==> config.mk <==
export PLATFORM = sky130hd
export DESIGN_NAME = tga_rle_pixel_decoder_unit_flat
export DESIGN_NICKNAME = d
export VERILOG_FILES = /design/src/tgarle_pkg.sv /design/src/tgarle_if.sv /design/src/tgarle_core.sv /design/src/tga_rle_pixel_decoder_unit.sv /design/src/flat_wrapper.sv
export SDC_FILE = /design/constraint.sdc
export NUM_CORES = 1
export LEC_CHECK = 0
export BUFFER_PORTS_ARGS = -buffer_cell sky130_fd_sc_hd__buf_2
export CAP_MARGIN = 40
export CORE_MARGIN = 5
export CORE_UTILIZATION = 25
export DETAILED_ROUTE_END_ITERATION = 8
export MAX_ROUTING_LAYER = met4
export PLACE_DENSITY_LB_ADDON = 0.1
export SLEW_MARGIN = 20
export SYNTH_ARGS = -nofsm -noshare
export SYNTH_HDL_FRONTEND = slang
export SYNTH_SLANG_ARGS = --single-unit
==> constraint.sdc <==
create_clock -name clk -period 7.4 [get_ports clk]
set_input_delay 0.37 -clock clk [delete_from_list [all_inputs] [get_ports clk]]
set_output_delay 0.37 -clock clk [all_outputs]
set_load 0.03 [all_outputs]
==> src/tgarle_pkg.sv <==
// ----------------------------------------------------------------------------
// tgarle_pkg
// Shared types and constants for the run-length coded pixel decoder.
// ----------------------------------------------------------------------------
package tgarle_pkg;

  localparam int BYTE_W  = 8;
  localparam int COLOR_W = 32;
  localparam int TOTAL_W = 32;
  localparam int BPP_W   = 3;
  localparam int CFG_IDX_W = 1;

  // configuration register indexes
  localparam logic [CFG_IDX_W-1:0] CFG_IDX_BPP   = 1'b0;
  localparam logic [CFG_IDX_W-1:0] CFG_IDX_TOTAL = 1'b1;

  localparam logic [BPP_W-1:0]   BPP_RESET   = 3'd3;
  localparam logic [BPP_W-1:0]   BPP_ALPHA   = 3'd4;
  localparam logic [TOTAL_W-1:0] TOTAL_RESET = 32'd1;

  // run header h >= 128 encodes h - 127 copies, i.e. h + 129 modulo 256
  localparam logic [BYTE_W-1:0] RUN_LEN_OFS = 8'd129;
  localparam logic [BYTE_W-1:0] RAW_LEN_OFS = 8'd1;

  localparam logic STATUS_OK       = 1'b0;
  localparam logic STATUS_OVERFLOW = 1'b1;

  typedef struct packed {
    logic              valid;
    logic [BYTE_W-1:0] red;
    logic [BYTE_W-1:0] green;
    logic [BYTE_W-1:0] blue;
    logic [BYTE_W-1:0] alpha;
    logic [BYTE_W-1:0] repeat_res;
    logic              last_of_image;
    logic              status;
  } tgarle_res_t;

endpackage

==> src/tgarle_if.sv <==
// ----------------------------------------------------------------------------
// tgarle_if
// Valid/ready channels for coded bytes in and decoded pixels out.
// ----------------------------------------------------------------------------
interface tgarle_in_if;
  logic       valid;
  logic       ready;
  logic [7:0] data_byte;
  logic       start_of_image;

  modport source (output valid, output data_byte, output start_of_image, input ready);
  modport sink   (input valid, input data_byte, input start_of_image, output ready);
endinterface

interface tgarle_out_if;
  logic       valid;
  logic       ready;
  logic [7:0] red;
  logic [7:0] green;
  logic [7:0] blue;
  logic [7:0] alpha;
  logic [7:0] repeat_res;
  logic       last_of_image;
  logic       status;

  modport source (output valid, output red, output green, output blue, output alpha,
                  output repeat_res, output last_of_image, output status, input ready);
  modport sink   (input valid, input red, input green, input blue, input alpha,
                  input repeat_res, input last_of_image, input status, output ready);
endinterface

==> src/tgarle_core.sv <==
// ----------------------------------------------------------------------------
// tgarle_core
// Packet decode state and the per-byte next-state / result logic.
// ----------------------------------------------------------------------------
module tgarle_core (
  input  logic                                   clk,
  input  logic                                   rst_n,
  input  logic                                   step,
  input  logic [tgarle_pkg::BYTE_W-1:0]          data_byte,
  input  logic                                   start_of_image,
  input  logic [tgarle_pkg::BPP_W-1:0]           bytes_per_pixel,
  input  logic [tgarle_pkg::TOTAL_W-1:0]         pixel_total,
  output tgarle_pkg::tgarle_res_t                res
);
  import tgarle_pkg::*;

  logic                 expect_hdr_r, expect_hdr_nxt;
  logic                 run_pkt_r, run_pkt_nxt;
  logic [BYTE_W-1:0]    left_r, left_nxt;
  logic [1:0]           bip_r, bip_nxt;
  logic [COLOR_W-1:0]   color_r, color_nxt;
  logic [TOTAL_W-1:0]   done_r, done_nxt;
  logic                 finished_r, finished_nxt;
  logic                 failed_r, failed_nxt;

  always_comb begin
    logic [BYTE_W-1:0]  count;
    logic [BYTE_W-1:0]  rep;
    logic [BYTE_W-1:0]  addend;
    logic [TOTAL_W:0]   sum;
    logic               four;
    logic               pix_done;

    // start of image clears decode state before the byte is used
    expect_hdr_nxt = start_of_image ? 1'b1 : expect_hdr_r;
    run_pkt_nxt    = start_of_image ? 1'b0 : run_pkt_r;
    left_nxt       = start_of_image ? '0 : left_r;
    bip_nxt        = start_of_image ? '0 : bip_r;
    color_nxt      = start_of_image ? '0 : color_r;
    done_nxt       = start_of_image ? '0 : done_r;
    finished_nxt   = start_of_image ? 1'b0 : finished_r;
    failed_nxt     = start_of_image ? 1'b0 : failed_r;

    four     = (bytes_per_pixel == BPP_ALPHA);
    count    = data_byte + (data_byte[BYTE_W-1] ? RUN_LEN_OFS : RAW_LEN_OFS);
    rep      = run_pkt_nxt ? left_nxt : 8'd1;
    addend   = expect_hdr_nxt ? count : rep;
    sum      = {1'b0, done_nxt} + {{(TOTAL_W+1-BYTE_W){1'b0}}, addend};
    pix_done = four ? (bip_nxt == 2'd3) : (bip_nxt >= 2'd2);

    res = '0;

    if (!(finished_nxt || failed_nxt)) begin
      if (expect_hdr_nxt) begin
        if (sum > {1'b0, pixel_total}) begin
          failed_nxt = 1'b1;
          res.valid  = 1'b1;
          res.status = STATUS_OVERFLOW;
        end else begin
          left_nxt       = count;
          run_pkt_nxt    = data_byte[BYTE_W-1];
          bip_nxt        = '0;
          color_nxt      = '0;
          expect_hdr_nxt = 1'b0;
        end
      end else begin
        unique case (bip_nxt)
          2'd0:    color_nxt[7:0]   = data_byte;
          2'd1:    color_nxt[15:8]  = data_byte;
          2'd2:    color_nxt[23:16] = data_byte;
          default: color_nxt[31:24] = data_byte;
        endcase
        if (!pix_done) begin
          bip_nxt = bip_nxt + 2'd1;
        end else begin
          bip_nxt  = '0;
          left_nxt = run_pkt_nxt ? '0 : left_nxt - 8'd1;
          if (left_nxt == '0) begin
            expect_hdr_nxt = 1'b1;
          end
          done_nxt          = sum[TOTAL_W-1:0];
          finished_nxt      = (sum >= {1'b0, pixel_total});
          res.valid         = 1'b1;
          res.red           = color_nxt[23:16];
          res.green         = color_nxt[15:8];
          res.blue          = color_nxt[7:0];
          res.alpha         = four ? color_nxt[31:24] : '0;
          res.repeat_res    = rep;
          res.last_of_image = finished_nxt;
          res.status        = STATUS_OK;
        end
      end
    end
  end

  always_ff @(posedge clk) begin
    if (!rst_n) begin
      expect_hdr_r <= 1'b1;
      run_pkt_r    <= 1'b0;
      left_r       <= '0;
      bip_r        <= '0;
      color_r      <= '0;
      done_r       <= '0;
      finished_r   <= 1'b0;
      failed_r     <= 1'b0;
    end else if (step) begin
      expect_hdr_r <= expect_hdr_nxt;
      run_pkt_r    <= run_pkt_nxt;
      left_r       <= left_nxt;
      bip_r        <= bip_nxt;
      color_r      <= color_nxt;
      done_r       <= done_nxt;
      finished_r   <= finished_nxt;
      failed_r     <= failed_nxt;
    end
  end

endmodule

==> src/tga_rle_pixel_decoder_unit.sv <==
// ----------------------------------------------------------------------------
// tga_rle_pixel_decoder_unit
// Run-length pixel decoder for true-color image data, one byte per cycle unless out_chan stalls.
// ----------------------------------------------------------------------------
// in_chan carries the coded pixel stream one byte per beat; start_of_image on
// a beat clears the decode state and takes that byte as the first packet
// header. out_chan gives one beat per finished raw pixel, one per finished
// run, and one error beat (status 1, all else 0) when a packet would pass the
// configured pixel count; after that, or after the last pixel, bytes are
// dropped until the next start_of_image.
// cfg_we / cfg_index / cfg_wdata write bytes_per_pixel (index 0) and
// pixel_total (index 1); write them only while the block is idle.
// A byte accepted into the input register is decoded from there, and its
// result is registered in the output register that drives out_chan.
// Throughput: one byte per cycle while out_chan is not stalled; the decode
// state is updated in one pass of logic from input to output register.
// When out_chan stalls the result waits in the output register; bytes that
// make no result keep flowing, and a byte that does make one waits in the
// input register, so at most two bytes are held.
// Reset clears decode state, sets bytes_per_pixel to 3 and pixel_total to 1.
// ----------------------------------------------------------------------------
module tga_rle_pixel_decoder_unit (
  input  logic                              clk,
  input  logic                              rst_n,
  tgarle_in_if.sink                         in_chan,
  tgarle_out_if.source                      out_chan,
  input  logic                              cfg_we,
  input  logic [tgarle_pkg::CFG_IDX_W-1:0]  cfg_index,
  input  logic [tgarle_pkg::TOTAL_W-1:0]    cfg_wdata
);
  import tgarle_pkg::*;

  logic [BPP_W-1:0]   bpp_r;
  logic [TOTAL_W-1:0] total_r;

  logic               in_vld_r;
  logic [BYTE_W-1:0]  in_byte_r;
  logic               in_sof_r;

  tgarle_res_t        res;
  tgarle_res_t        out_r;
  logic               out_vld_nxt;
  logic               advance;

  always_ff @(posedge clk) begin
    if (!rst_n) begin
      bpp_r   <= BPP_RESET;
      total_r <= TOTAL_RESET;
    end else if (cfg_we) begin
      unique case (cfg_index)
        CFG_IDX_BPP:   bpp_r   <= cfg_wdata[BPP_W-1:0];
        CFG_IDX_TOTAL: total_r <= cfg_wdata;
        default:       ;
      endcase
    end
  end

  tgarle_core u_core (
    .clk             (clk),
    .rst_n           (rst_n),
    .step            (advance),
    .data_byte       (in_byte_r),
    .start_of_image  (in_sof_r),
    .bytes_per_pixel (bpp_r),
    .pixel_total     (total_r),
    .res             (res)
  );

  // a byte moves on unless its result would land on a stalled output beat
  assign advance     = in_vld_r && (!out_r.valid || out_chan.ready || !res.valid);
  assign in_chan.ready = !in_vld_r || advance;
  assign out_vld_nxt = (out_r.valid && !out_chan.ready) || (advance && res.valid);

  always_ff @(posedge clk) begin
    if (!rst_n) begin
      in_vld_r <= 1'b0;
    end else if (in_chan.ready) begin
      in_vld_r <= in_chan.valid;
    end
  end

  always_ff @(posedge clk) begin
    if (in_chan.ready && in_chan.valid) begin
      in_byte_r <= in_chan.data_byte;
      in_sof_r  <= in_chan.start_of_image;
    end
  end

  // only the valid bit is reset, the payload loads with each new result
  always_ff @(posedge clk) begin
    if (!rst_n) begin
      out_r.valid <= 1'b0;
    end else begin
      out_r.valid <= out_vld_nxt;
    end
    if (advance && res.valid) begin
      out_r.red           <= res.red;
      out_r.green         <= res.green;
      out_r.blue          <= res.blue;
      out_r.alpha         <= res.alpha;
      out_r.repeat_res    <= res.repeat_res;
      out_r.last_of_image <= res.last_of_image;
      out_r.status        <= res.status;
    end
  end

  assign out_chan.valid         = out_r.valid;
  assign out_chan.red           = out_r.red;
  assign out_chan.green         = out_r.green;
  assign out_chan.blue          = out_r.blue;
  assign out_chan.alpha         = out_r.alpha;
  assign out_chan.repeat_res    = out_r.repeat_res;
  assign out_chan.last_of_image = out_r.last_of_image;
  assign out_chan.status        = out_r.status;

  // error beats carry no pixels, good beats always at least one
  a_err_no_repeat: assert property (@(posedge clk) disable iff (!rst_n)
    out_r.valid && out_r.status |-> out_r.repeat_res == '0 && !out_r.last_of_image)
    else $error("error beat carries pixel data");

  a_ok_has_repeat: assert property (@(posedge clk) disable iff (!rst_n)
    out_r.valid && !out_r.status |-> out_r.repeat_res != '0)
    else $error("pixel beat with zero repeat");

  a_held_byte_kept: assert property (@(posedge clk) disable iff (!rst_n)
    in_vld_r && !advance |=> in_vld_r && $stable(in_byte_r) && $stable(in_sof_r))
    else $error("stalled input byte lost");

  a_no_step_on_stall: assert property (@(posedge clk) disable iff (!rst_n)
    out_r.valid && !out_chan.ready && res.valid |-> !advance)
    else $error("result overwrote a waiting output beat");

endmodule
==> src/flat_wrapper.sv <==
// flat-port wrapper written by rule: the top's interface ports become plain ports
module tga_rle_pixel_decoder_unit_flat import tgarle_pkg::*;
  (clk, rst_n, cfg_we, cfg_index, cfg_wdata, in_chan_valid, in_chan_data_byte, in_chan_start_of_image, in_chan_ready, out_chan_valid, out_chan_red, out_chan_green, out_chan_blue, out_chan_alpha, out_chan_repeat_res, out_chan_last_of_image, out_chan_status, out_chan_ready);
  tgarle_in_if in_chan_i ();
  tgarle_out_if out_chan_i ();
  input  logic clk;
  input  logic rst_n;
  input  logic cfg_we;
  input  logic [tgarle_pkg::CFG_IDX_W-1:0] cfg_index;
  input  logic [tgarle_pkg::TOTAL_W-1:0] cfg_wdata;
  input wire logic [$bits(in_chan_i.valid)-1:0] in_chan_valid;
  input wire logic [$bits(in_chan_i.data_byte)-1:0] in_chan_data_byte;
  input wire logic [$bits(in_chan_i.start_of_image)-1:0] in_chan_start_of_image;
  output wire logic [$bits(in_chan_i.ready)-1:0] in_chan_ready;
  output wire logic [$bits(out_chan_i.valid)-1:0] out_chan_valid;
  output wire logic [$bits(out_chan_i.red)-1:0] out_chan_red;
  output wire logic [$bits(out_chan_i.green)-1:0] out_chan_green;
  output wire logic [$bits(out_chan_i.blue)-1:0] out_chan_blue;
  output wire logic [$bits(out_chan_i.alpha)-1:0] out_chan_alpha;
  output wire logic [$bits(out_chan_i.repeat_res)-1:0] out_chan_repeat_res;
  output wire logic [$bits(out_chan_i.last_of_image)-1:0] out_chan_last_of_image;
  output wire logic [$bits(out_chan_i.status)-1:0] out_chan_status;
  input wire logic [$bits(out_chan_i.ready)-1:0] out_chan_ready;
  assign in_chan_i.valid = in_chan_valid;
  assign in_chan_i.data_byte = in_chan_data_byte;
  assign in_chan_i.start_of_image = in_chan_start_of_image;
  assign in_chan_ready = in_chan_i.ready;
  assign out_chan_valid = out_chan_i.valid;
  assign out_chan_red = out_chan_i.red;
  assign out_chan_green = out_chan_i.green;
  assign out_chan_blue = out_chan_i.blue;
  assign out_chan_alpha = out_chan_i.alpha;
  assign out_chan_repeat_res = out_chan_i.repeat_res;
  assign out_chan_last_of_image = out_chan_i.last_of_image;
  assign out_chan_status = out_chan_i.status;
  assign out_chan_i.ready = out_chan_ready;
  tga_rle_pixel_decoder_unit u_core (.clk(clk), .rst_n(rst_n), .in_chan(in_chan_i), .out_chan(out_chan_i), .cfg_we(cfg_we), .cfg_index(cfg_index), .cfg_wdata(cfg_wdata));
endmodule
==> results.json, run 1 <==
{
  "n_antenna_cell": 0,
  "power_frac_seq": 0.447,
  "yosys_most_used_dff": "dfxtp_1",
  "cts.clk_slew.worst_paths_ps": 70,
  "initial_core_util": 0.2524,
  "synth_cells": 1054,
  "die_width_um": 199.0,
  "ios": 91,
  "met2WireLength_mm": 13.32,
  "ant_nets": 0,
  "port_buffers": 90,
  "routed_wl_mm": 28.23,
  "cts_tree": "built",
  "ys_warn_count": 0,
  "syn_nets": 1148,
  "grt_pass1_vias": 7742,
  "via_per_inst": 4.862,
  "grt_pass1_wl_mm": 44.75,
  "layout_common_cells": "119 x nand2_1, 109 x dfxtp_1, 103 x a21oi_1",
  "numCtsBuffers": 17,
  "hold_end": "u_core.in_byte_r[6]$_DFFE_PP_",
  "drt_iter0_markers": 333,
  "critPathMaxFanout": 13,
  "place_hpwl_mm": 20.28,
  "max_cap_violations": 0,
  "timing.final.ws_setup_ps": 473.2,
  "min_from": "in_chan_data_byte[6]",
  "p_leak_nw": 3.926,
  "dr_wl_met3_um": 969,
  "htree_levels": 4,
  "max_slew.worst_pin.slew_ps": 801.0,
  "synth_area_leaders": "dfxtp_1 24%, edfxtp_1 17%, ha_1 6.4%",
  "synth.distinct_cells": 72,
  "synth-edff-count": 51,
  "vdd.ir_drop.worst_mv": 0.1697,
  "dr.max_layer_used": "met4",
  "fp-row-count": 69,
  "clkLatencyLatePin_ps": 440,
  "syn_avg_cell_area_um2": 8.475,
  "switchingPower_mw": 0.5937,
  "tns_ps": 0,
  "die_h_um": 199.0,
  "vias": 7740,
  "worstReg2RegEnd": "u_core.u_core.left_r[6]$_SDFFE_PN0P_",
  "power_density_nw_per_um2": 199.2,
  "holdPathStages": 1,
  "dp_slack_ps": 622.5,
  "finish.utilization": 0.2992,
  "clk_path_buf_depth": 2,
  "reg2reg_depth": 23,
  "max-slew-margin-rel": 0.4645,
  "rsz0062_at_grt": "false",
  "p_clk_frac": 0.438,
  "antenna_found_initial": 0,
  "p_sw_frac": 0.2814,
  "path_class": "reg -> out",
  "timing.final.crit_period_ps": 6927,
  "overflow": 0,
  "fin_skew_ps": 11.47,
  "drive_above_1_share": 0.1512,
  "ys_seq_area_frac": 0.4157,
  "grt_max_degree": 87,
  "hp-class": "in -> reg",
  "p_int_mw": 1.516,
  "layout_commonest_cell": "nand2_1",
  "cp.arrival_ps": 6560,
  "hold_viol": 0,
  "cp-start-kind": "flop",
  "outcome": "finished clean",
  "m1WireLength_mm": 13.48,
  "rrSetupSlack_ps": 750,
  "required_ps": 7030,
  "timing.rr.start": "u_core.in_byte_r[2]$_DFFE_PP_",
  "grtUsageTotal": 0.1481,
  "async_reset_ff_frac": 0,
  "dieArea_um2": 39610,
  "syn_to_final_growth_pct": 18.55,
  "synth_top_area_frac": 0.2443,
  "dr.pass1.iters": 4,
  "fp.coreArea_um2": 35400,
  "nNetsFinal": 1212,
  "place_congestion": 0.8166,
  "routedWlPerCell_um": 17.73,
  "end_kind": "primary output",
  "timing.final.crit_share": 0.9361,
  "clock-sinks": 160,
  "cts-root-buf": "clkbuf_16",
  "synth-seq-cells": 160,
  "drc": 0,
  "fmax_mhz": 144.4,
  "yosysTopAreaCell": "dfxtp_1",
  "maxSlewViolCount": 0,
  "power_frac_comb": 0.115,
  "setup_violations": 0,
  "synth_area_um2": 8932
}
## logic make-up after synthesis
kind of cell             share of synthesized area
AND/OR/NAND/NOR                             0.2245
AO/OA/AOI/OAI                               0.1953
flip-flops                                  0.4157
buffers and inverters                      0.05477
adder cells (fa/ha/maj)                    0.06668
XOR/XNOR                                   0.03236
multiplexers                               0.01065
## worst max path at each step
stage | start | endpoint | slack (ps) | cells past startpoint
floorplan | u_core.in_sof_r$_DFFE_PP_ | u_core.out_chan.alpha[0]$_SDFFCE_PP0P_ | 210 | 25
global placement | u_core.in_sof_r$_DFFE_PP_ | u_core.u_core.color_r[21]$_SDFFE_PN0P_ | 640 | 23
detailed placement | u_core.in_sof_r$_DFFE_PP_ | u_core.in_byte_r[7]$_DFFE_PP_ | 620 | 22
CTS | u_core.in_sof_r$_DFFE_PP_ | in_chan_ready | 280 | 22
global route | u_core.in_byte_r[2]$_DFFE_PP_ | in_chan_ready | 30 | 23
finish | u_core.in_byte_r[2]$_DFFE_PP_ | in_chan_ready | 470 | 23
## area by class of cell
class	count	area (um2)
timing repair buffer	118	740.7
clock inverter	15	173.9
tap	461	576.8
fill	3837	24810
multi-input combinational	767	4756
sequential	160	3714
inverter	54	202.7
clock buffer	17	425.4
## layer usage
layer	global-route usage	up-vias
met4	0.04027	0
met3	0.02354	25
met5	-	-
met1	0.1931	3660
met2	0.2399	146
li1	-	3909
## flip-flops by register name, indices dropped and copies added (netlist names), 8 cells and up
| register | count |
|---|---|
| u_core.u_core.done_r | 32 |
| u_core.out_chan.green | 8 |
| u_core.out_chan.blue | 8 |
| u_core.out_chan.red | 8 |
| u_core.u_core.color_r | 26 |
| u_core.total_r | 32 |
| u_core.out_chan.repeat_res | 8 |
| u_core.u_core.left_r | 8 |
| u_core.in_byte_r | 8 |
| u_core.out_chan.alpha | 8 |
## worst max-delay path: stages, from the launching register on
cell,delay [ps]
edfxtp_1,560
and3_1,330
nand3_1,120
xor2_1,160
nor2_1,90
a31o_2,260
ha_1,340
o21ai_0,110
o2bb2ai_1,160
a21o_1,240
or4b_4,600
or4_1,590
or3_1,370
a21oi_1,150
ha_1,260
a21o_1,160
a21oi_1,170
nor2b_1,210
o2111ai_1,220
o21ai_2,260
buf_4,240
nand2_1,110
nand4_1,130
buf_2,260
## power by group through the flow
stage	sequential (mW)	clock (mW)	combinational [mW]
finish	0.943	0.924	0.242
global route	0.946	0.985	0.273
CTS	0.943	0.952	0.248
detailed placement	0.963	0	0.247
global placement	0.965	0	0.242
floorplan	0.956	0	0.160
## synthesized netlist by cell type (all sizes together), types with 29 or more instances
cell type	instances
clkbuf	58
a22o	41
ha	46
nor2	102
dfxtp	109
inv	53
nor3b	29
a21oi	105
nand2	120
edfxtp	51
nand3	32
nor3	40
o21ai	39
## what timing repair did
action | in CTS | in global routing
buffers inserted | 0 | 0
endpoints found under the setup margin | 0 | 1
gates resized for setup | 0 | 1
hold buffers | 0 | 0
## through the flow
stage	total power [mW]	cells	hold slack, ps	cell area, um2
after floorplan	1.115	1054	434.4	8932
after global placement	1.207	1556	445.6	9902
after detailed placement	1.210	1560	447.3	9987
after CTS	2.143	1592	74.35	10590
after global routing	2.204	1592	78.89	10590
final	2.110	1592	103.2	10590
Note: power is estimated with default switching activity, not from simulation.
==> run 2, diff against run 1 <==
--- a/config.mk
+++ b/config.mk
@@ -15,4 +15,5 @@
 export SLEW_MARGIN = 20
 export SYNTH_ARGS = -nofsm -noshare
 export SYNTH_HDL_FRONTEND = slang
+export SYNTH_HIERARCHICAL = 1
 export SYNTH_SLANG_ARGS = --single-unit
==> run 2 against run 1 <==
Register-to-register slack worse by 280 ps; critical endpoint is now u_core/u_core/done_r[22]$_SDFFE_PN0P_; flip-flop and latch count fell by 2; worst hold slack better by 13 ps; via count down 7.4%.
==> results.json, run 2 <==
{
  "synth-seq-cells": 158,
  "max-slew-margin-rel": 0.4469,
  "end_kind": "flop",
  "fmax_mhz": 144.3,
  "critPathMaxFanout": 12,
  "synth_area_um2": 8632,
  "power_density_nw_per_um2": 198.2,
  "clock-sinks": 158,
  "cp.arrival_ps": 7290,
  "outcome": "finished clean",
  "cts-root-buf": "clkbuf_16",
  "power_frac_comb": 0.113,
  "dr.pass1.iters": 5,
  "yosysTopAreaCell": "dfxtp_1",
  "grt_pass1_vias": 7286,
  "hold_viol": 0,
  "async_reset_ff_frac": 0,
  "timing.final.crit_share": 0.9367,
  "cts_tree": "built",
  "rsz0062_at_grt": "false",
  "grtUsageTotal": 0.1425,
  "p_leak_nw": 3.981,
  "drive_above_1_share": 0.1751,
  "switchingPower_mw": 0.5572,
  "tns_ps": 0,
  "routed_wl_mm": 26.60,
  "max_cap_violations": 0,
  "clk_path_buf_depth": 2,
  "dp_slack_ps": 193.7,
  "clkLatencyLatePin_ps": 430,
  "cp-start-kind": "flop",
  "layout_commonest_cell": "nand2_1",
  "grt_pass1_wl_mm": 42.10,
  "fp.coreArea_um2": 34290,
  "die_width_um": 195.8,
  "drc": 0,
  "ys_warn_count": 6,
  "htree_levels": 4,
  "overflow": 0,
  "port_buffers": 90,
  "synth_area_leaders": "dfxtp_1 25%, edfxtp_1 18%, ha_1 6.7%",
  "fp-row-count": 68,
  "n_antenna_cell": 0,
  "max_slew.worst_pin.slew_ps": 829.6,
  "nNetsFinal": 1166,
  "cts_hold_buf": 0,
  "synth-edff-count": 51,
  "numCtsBuffers": 17,
  "syn_avg_cell_area_um2": 8.817,
  "place_hpwl_mm": 19.31,
  "timing.final.ws_setup_ps": 468.1,
  "path_class": "reg -> reg",
  "reg_top3": "u_core/total_r x32, u_core/u_core/done_r x32, u_core/u_core/color_r x24",
  "syn_to_final_growth_pct": 20.21,
  "hp-class": "in -> reg",
  "via_per_inst": 4.655,
  "dieArea_um2": 38340,
  "ys_seq_area_frac": 0.4256,
  "ios": 91,
  "p_clk_frac": 0.435,
  "initial_core_util": 0.2518,
  "required_ps": 7760,
  "cts.clk_slew.worst_paths_ps": 70,
  "layout_common_cells": "127 x nand2_1, 107 x dfxtp_1, 92 x buf_2",
  "finalPower_mw": 2.057,
  "synth_common_cells": "129 x nand2_1, 107 x dfxtp_1, 90 x nor2_1, 69 x a21oi_1, 51 x edfxtp_1",
  "drt_iter0_markers": 382,
  "place_congestion": 0.8299,
  "ant_nets": 0,
  "synth_top_area_frac": 0.2482,
  "maxSlewViolCount": 0,
  "p_int_mw": 1.500,
  "synth.distinct_cells": 76,
  "grt_max_degree": 46,
  "timing.final.crit_period_ps": 6932,
  "place_area_um2": 9706,
  "hold_ws_ps": 116.2,
  "die_h_um": 195.8,
  "yosys_most_used_dff": "dfxtp_1",
  "power_frac_seq": 0.452,
  "syn_nets": 1073,
  "fin_skew_ps": 10.55,
  "antenna_found_initial": 0,
  "synth.most_common_cell": "nand2_1",
  "vdd.ir_drop.worst_mv": 0.1573,
  "synth_cells": 979,
  "rrSetupSlack_ps": 470,
  "vias": 7168,
  "fin_area_um2": 10380,
  "routedWlPerCell_um": 17.27,
  "p_sw_frac": 0.2709,
  "setup_violations": 0
}
[run 2: cell types whose count changed after synthesis, sizes merged, moves of 7 or more]
cell | previous run | this run
a21boi | 1 | 33
a21oi | 105 | 69
a22o | 41 | 4
a22oi | 2 | 9
a32o | 3 | 24
and2 | 11 | 20
clkbuf | 58 | 40
nand2 | 120 | 130
nor2 | 102 | 90
nor3 | 40 | 17
nor3b | 29 | 19
[run 2: cell families (layout without fill, tap and decap cells)]
logic type / Yosys count / after routing / share of synthesized area
compound gates: 244 / 244 / 0.1939
xor+xnor: 37 / 37 / 0.03754
fa+ha+maj: 47 / 47 / 0.06900
buf+inv: 109 / 215 / 0.05189
flops: 158 / 158 / 0.4256
mux: 11 / 11 / 0.01290
simple gates: 373 / 373 / 0.2092
[run 2: routing by layer]
metal | wire [um] | up-vias | GRT usage
li1 | - | 3661 | -
met1 | 13460 | 3383 | 0.1932
met2 | 12070 | 107 | 0.2244
met3 | 739 | 17 | 0.02353
met4 | 329 | 0 | 0.03336
met5 | 0 | - | -
[run 2: timing repair]
action / CTS / global route
setup buffers: 0 / 1
setup endpoints to repair: 0 / 58
resized for setup: 0 / 9
[run 2: stage by stage]
| stage | cells | util |
|---|---|---|
| finish | 1540 | 0.3026 |
| global route | 1540 | 0.3026 |
| CTS | 1537 | 0.3001 |
| detailed placement | 1505 | 0.2831 |
| global placement | 1502 | 0.2823 |
| floorplan | 979 | - |
[run 2: critical path: stages, from the launching register on]
cell and delay (ps):
edfxtp_1 470, or2_2 340, a21oi_1 200, ha_1 200, inv_1 50, fa_1 390
nand2b_1 180, a21oi_1 240, o2111ai_1 240, nor2b_2 210, and2_1 260, and3_1 200
xnor2_1 150, nor2_1 90, ha_1 310, and2_1 160, a221o_1 320, a311oi_1 240
o211ai_1 270, o31a_1 390, and3_1 190, or2_1 300, a21boi_2 190, buf_4 190
nand2_1 330, buf_4 300, or3_1 300, a21oi_1 130
[run 2: area by class of cell]
cell class | count | area, um2
Clock buffer | 18 | 429.2
Timing Repair Buffer | 132 | 795.8
Multi-Input combinational cell | 712 | 4561
Sequential cell | 158 | 3674
Tap cell | 455 | 569.3
Inverter | 51 | 191.4
Fill cell | 3757 | 23910
Clock inverter | 14 | 156.4
[run 2: path summary, 6_finish.rpt]
path,cells past startpoint,end,startpoint
max reg2reg,27,u_core/u_core/done_r[22]$_SDFFE_PN0P_,u_core/in_sof_r$_DFFE_PP_
min reg2reg,2,u_core/total_r[15]$_SDFFE_PN0P_,u_core/total_r[15]$_SDFFE_PN0P_
min,1,u_core/in_byte_r[5]$_DFFE_PP_,in_chan_data_byte[5]
max,27,u_core/u_core/done_r[22]$_SDFFE_PN0P_,u_core/in_sof_r$_DFFE_PP_
[run 2: power groups by stage]
| stage | Combinational [mW] | Clock [mW] | Sequential [mW] |
|---|---|---|---|
| 3_3_place_gp | 0.232 | 0 | 0.948 |
| 2_1_floorplan | 0.151 | 0 | 0.940 |
| 6_report | 0.232 | 0.896 | 0.929 |
| 3_5_place_dp | 0.231 | 0 | 0.949 |
| 4_1_cts | 0.233 | 0.931 | 0.929 |
| 5_1_grt | 0.260 | 0.970 | 0.931 |
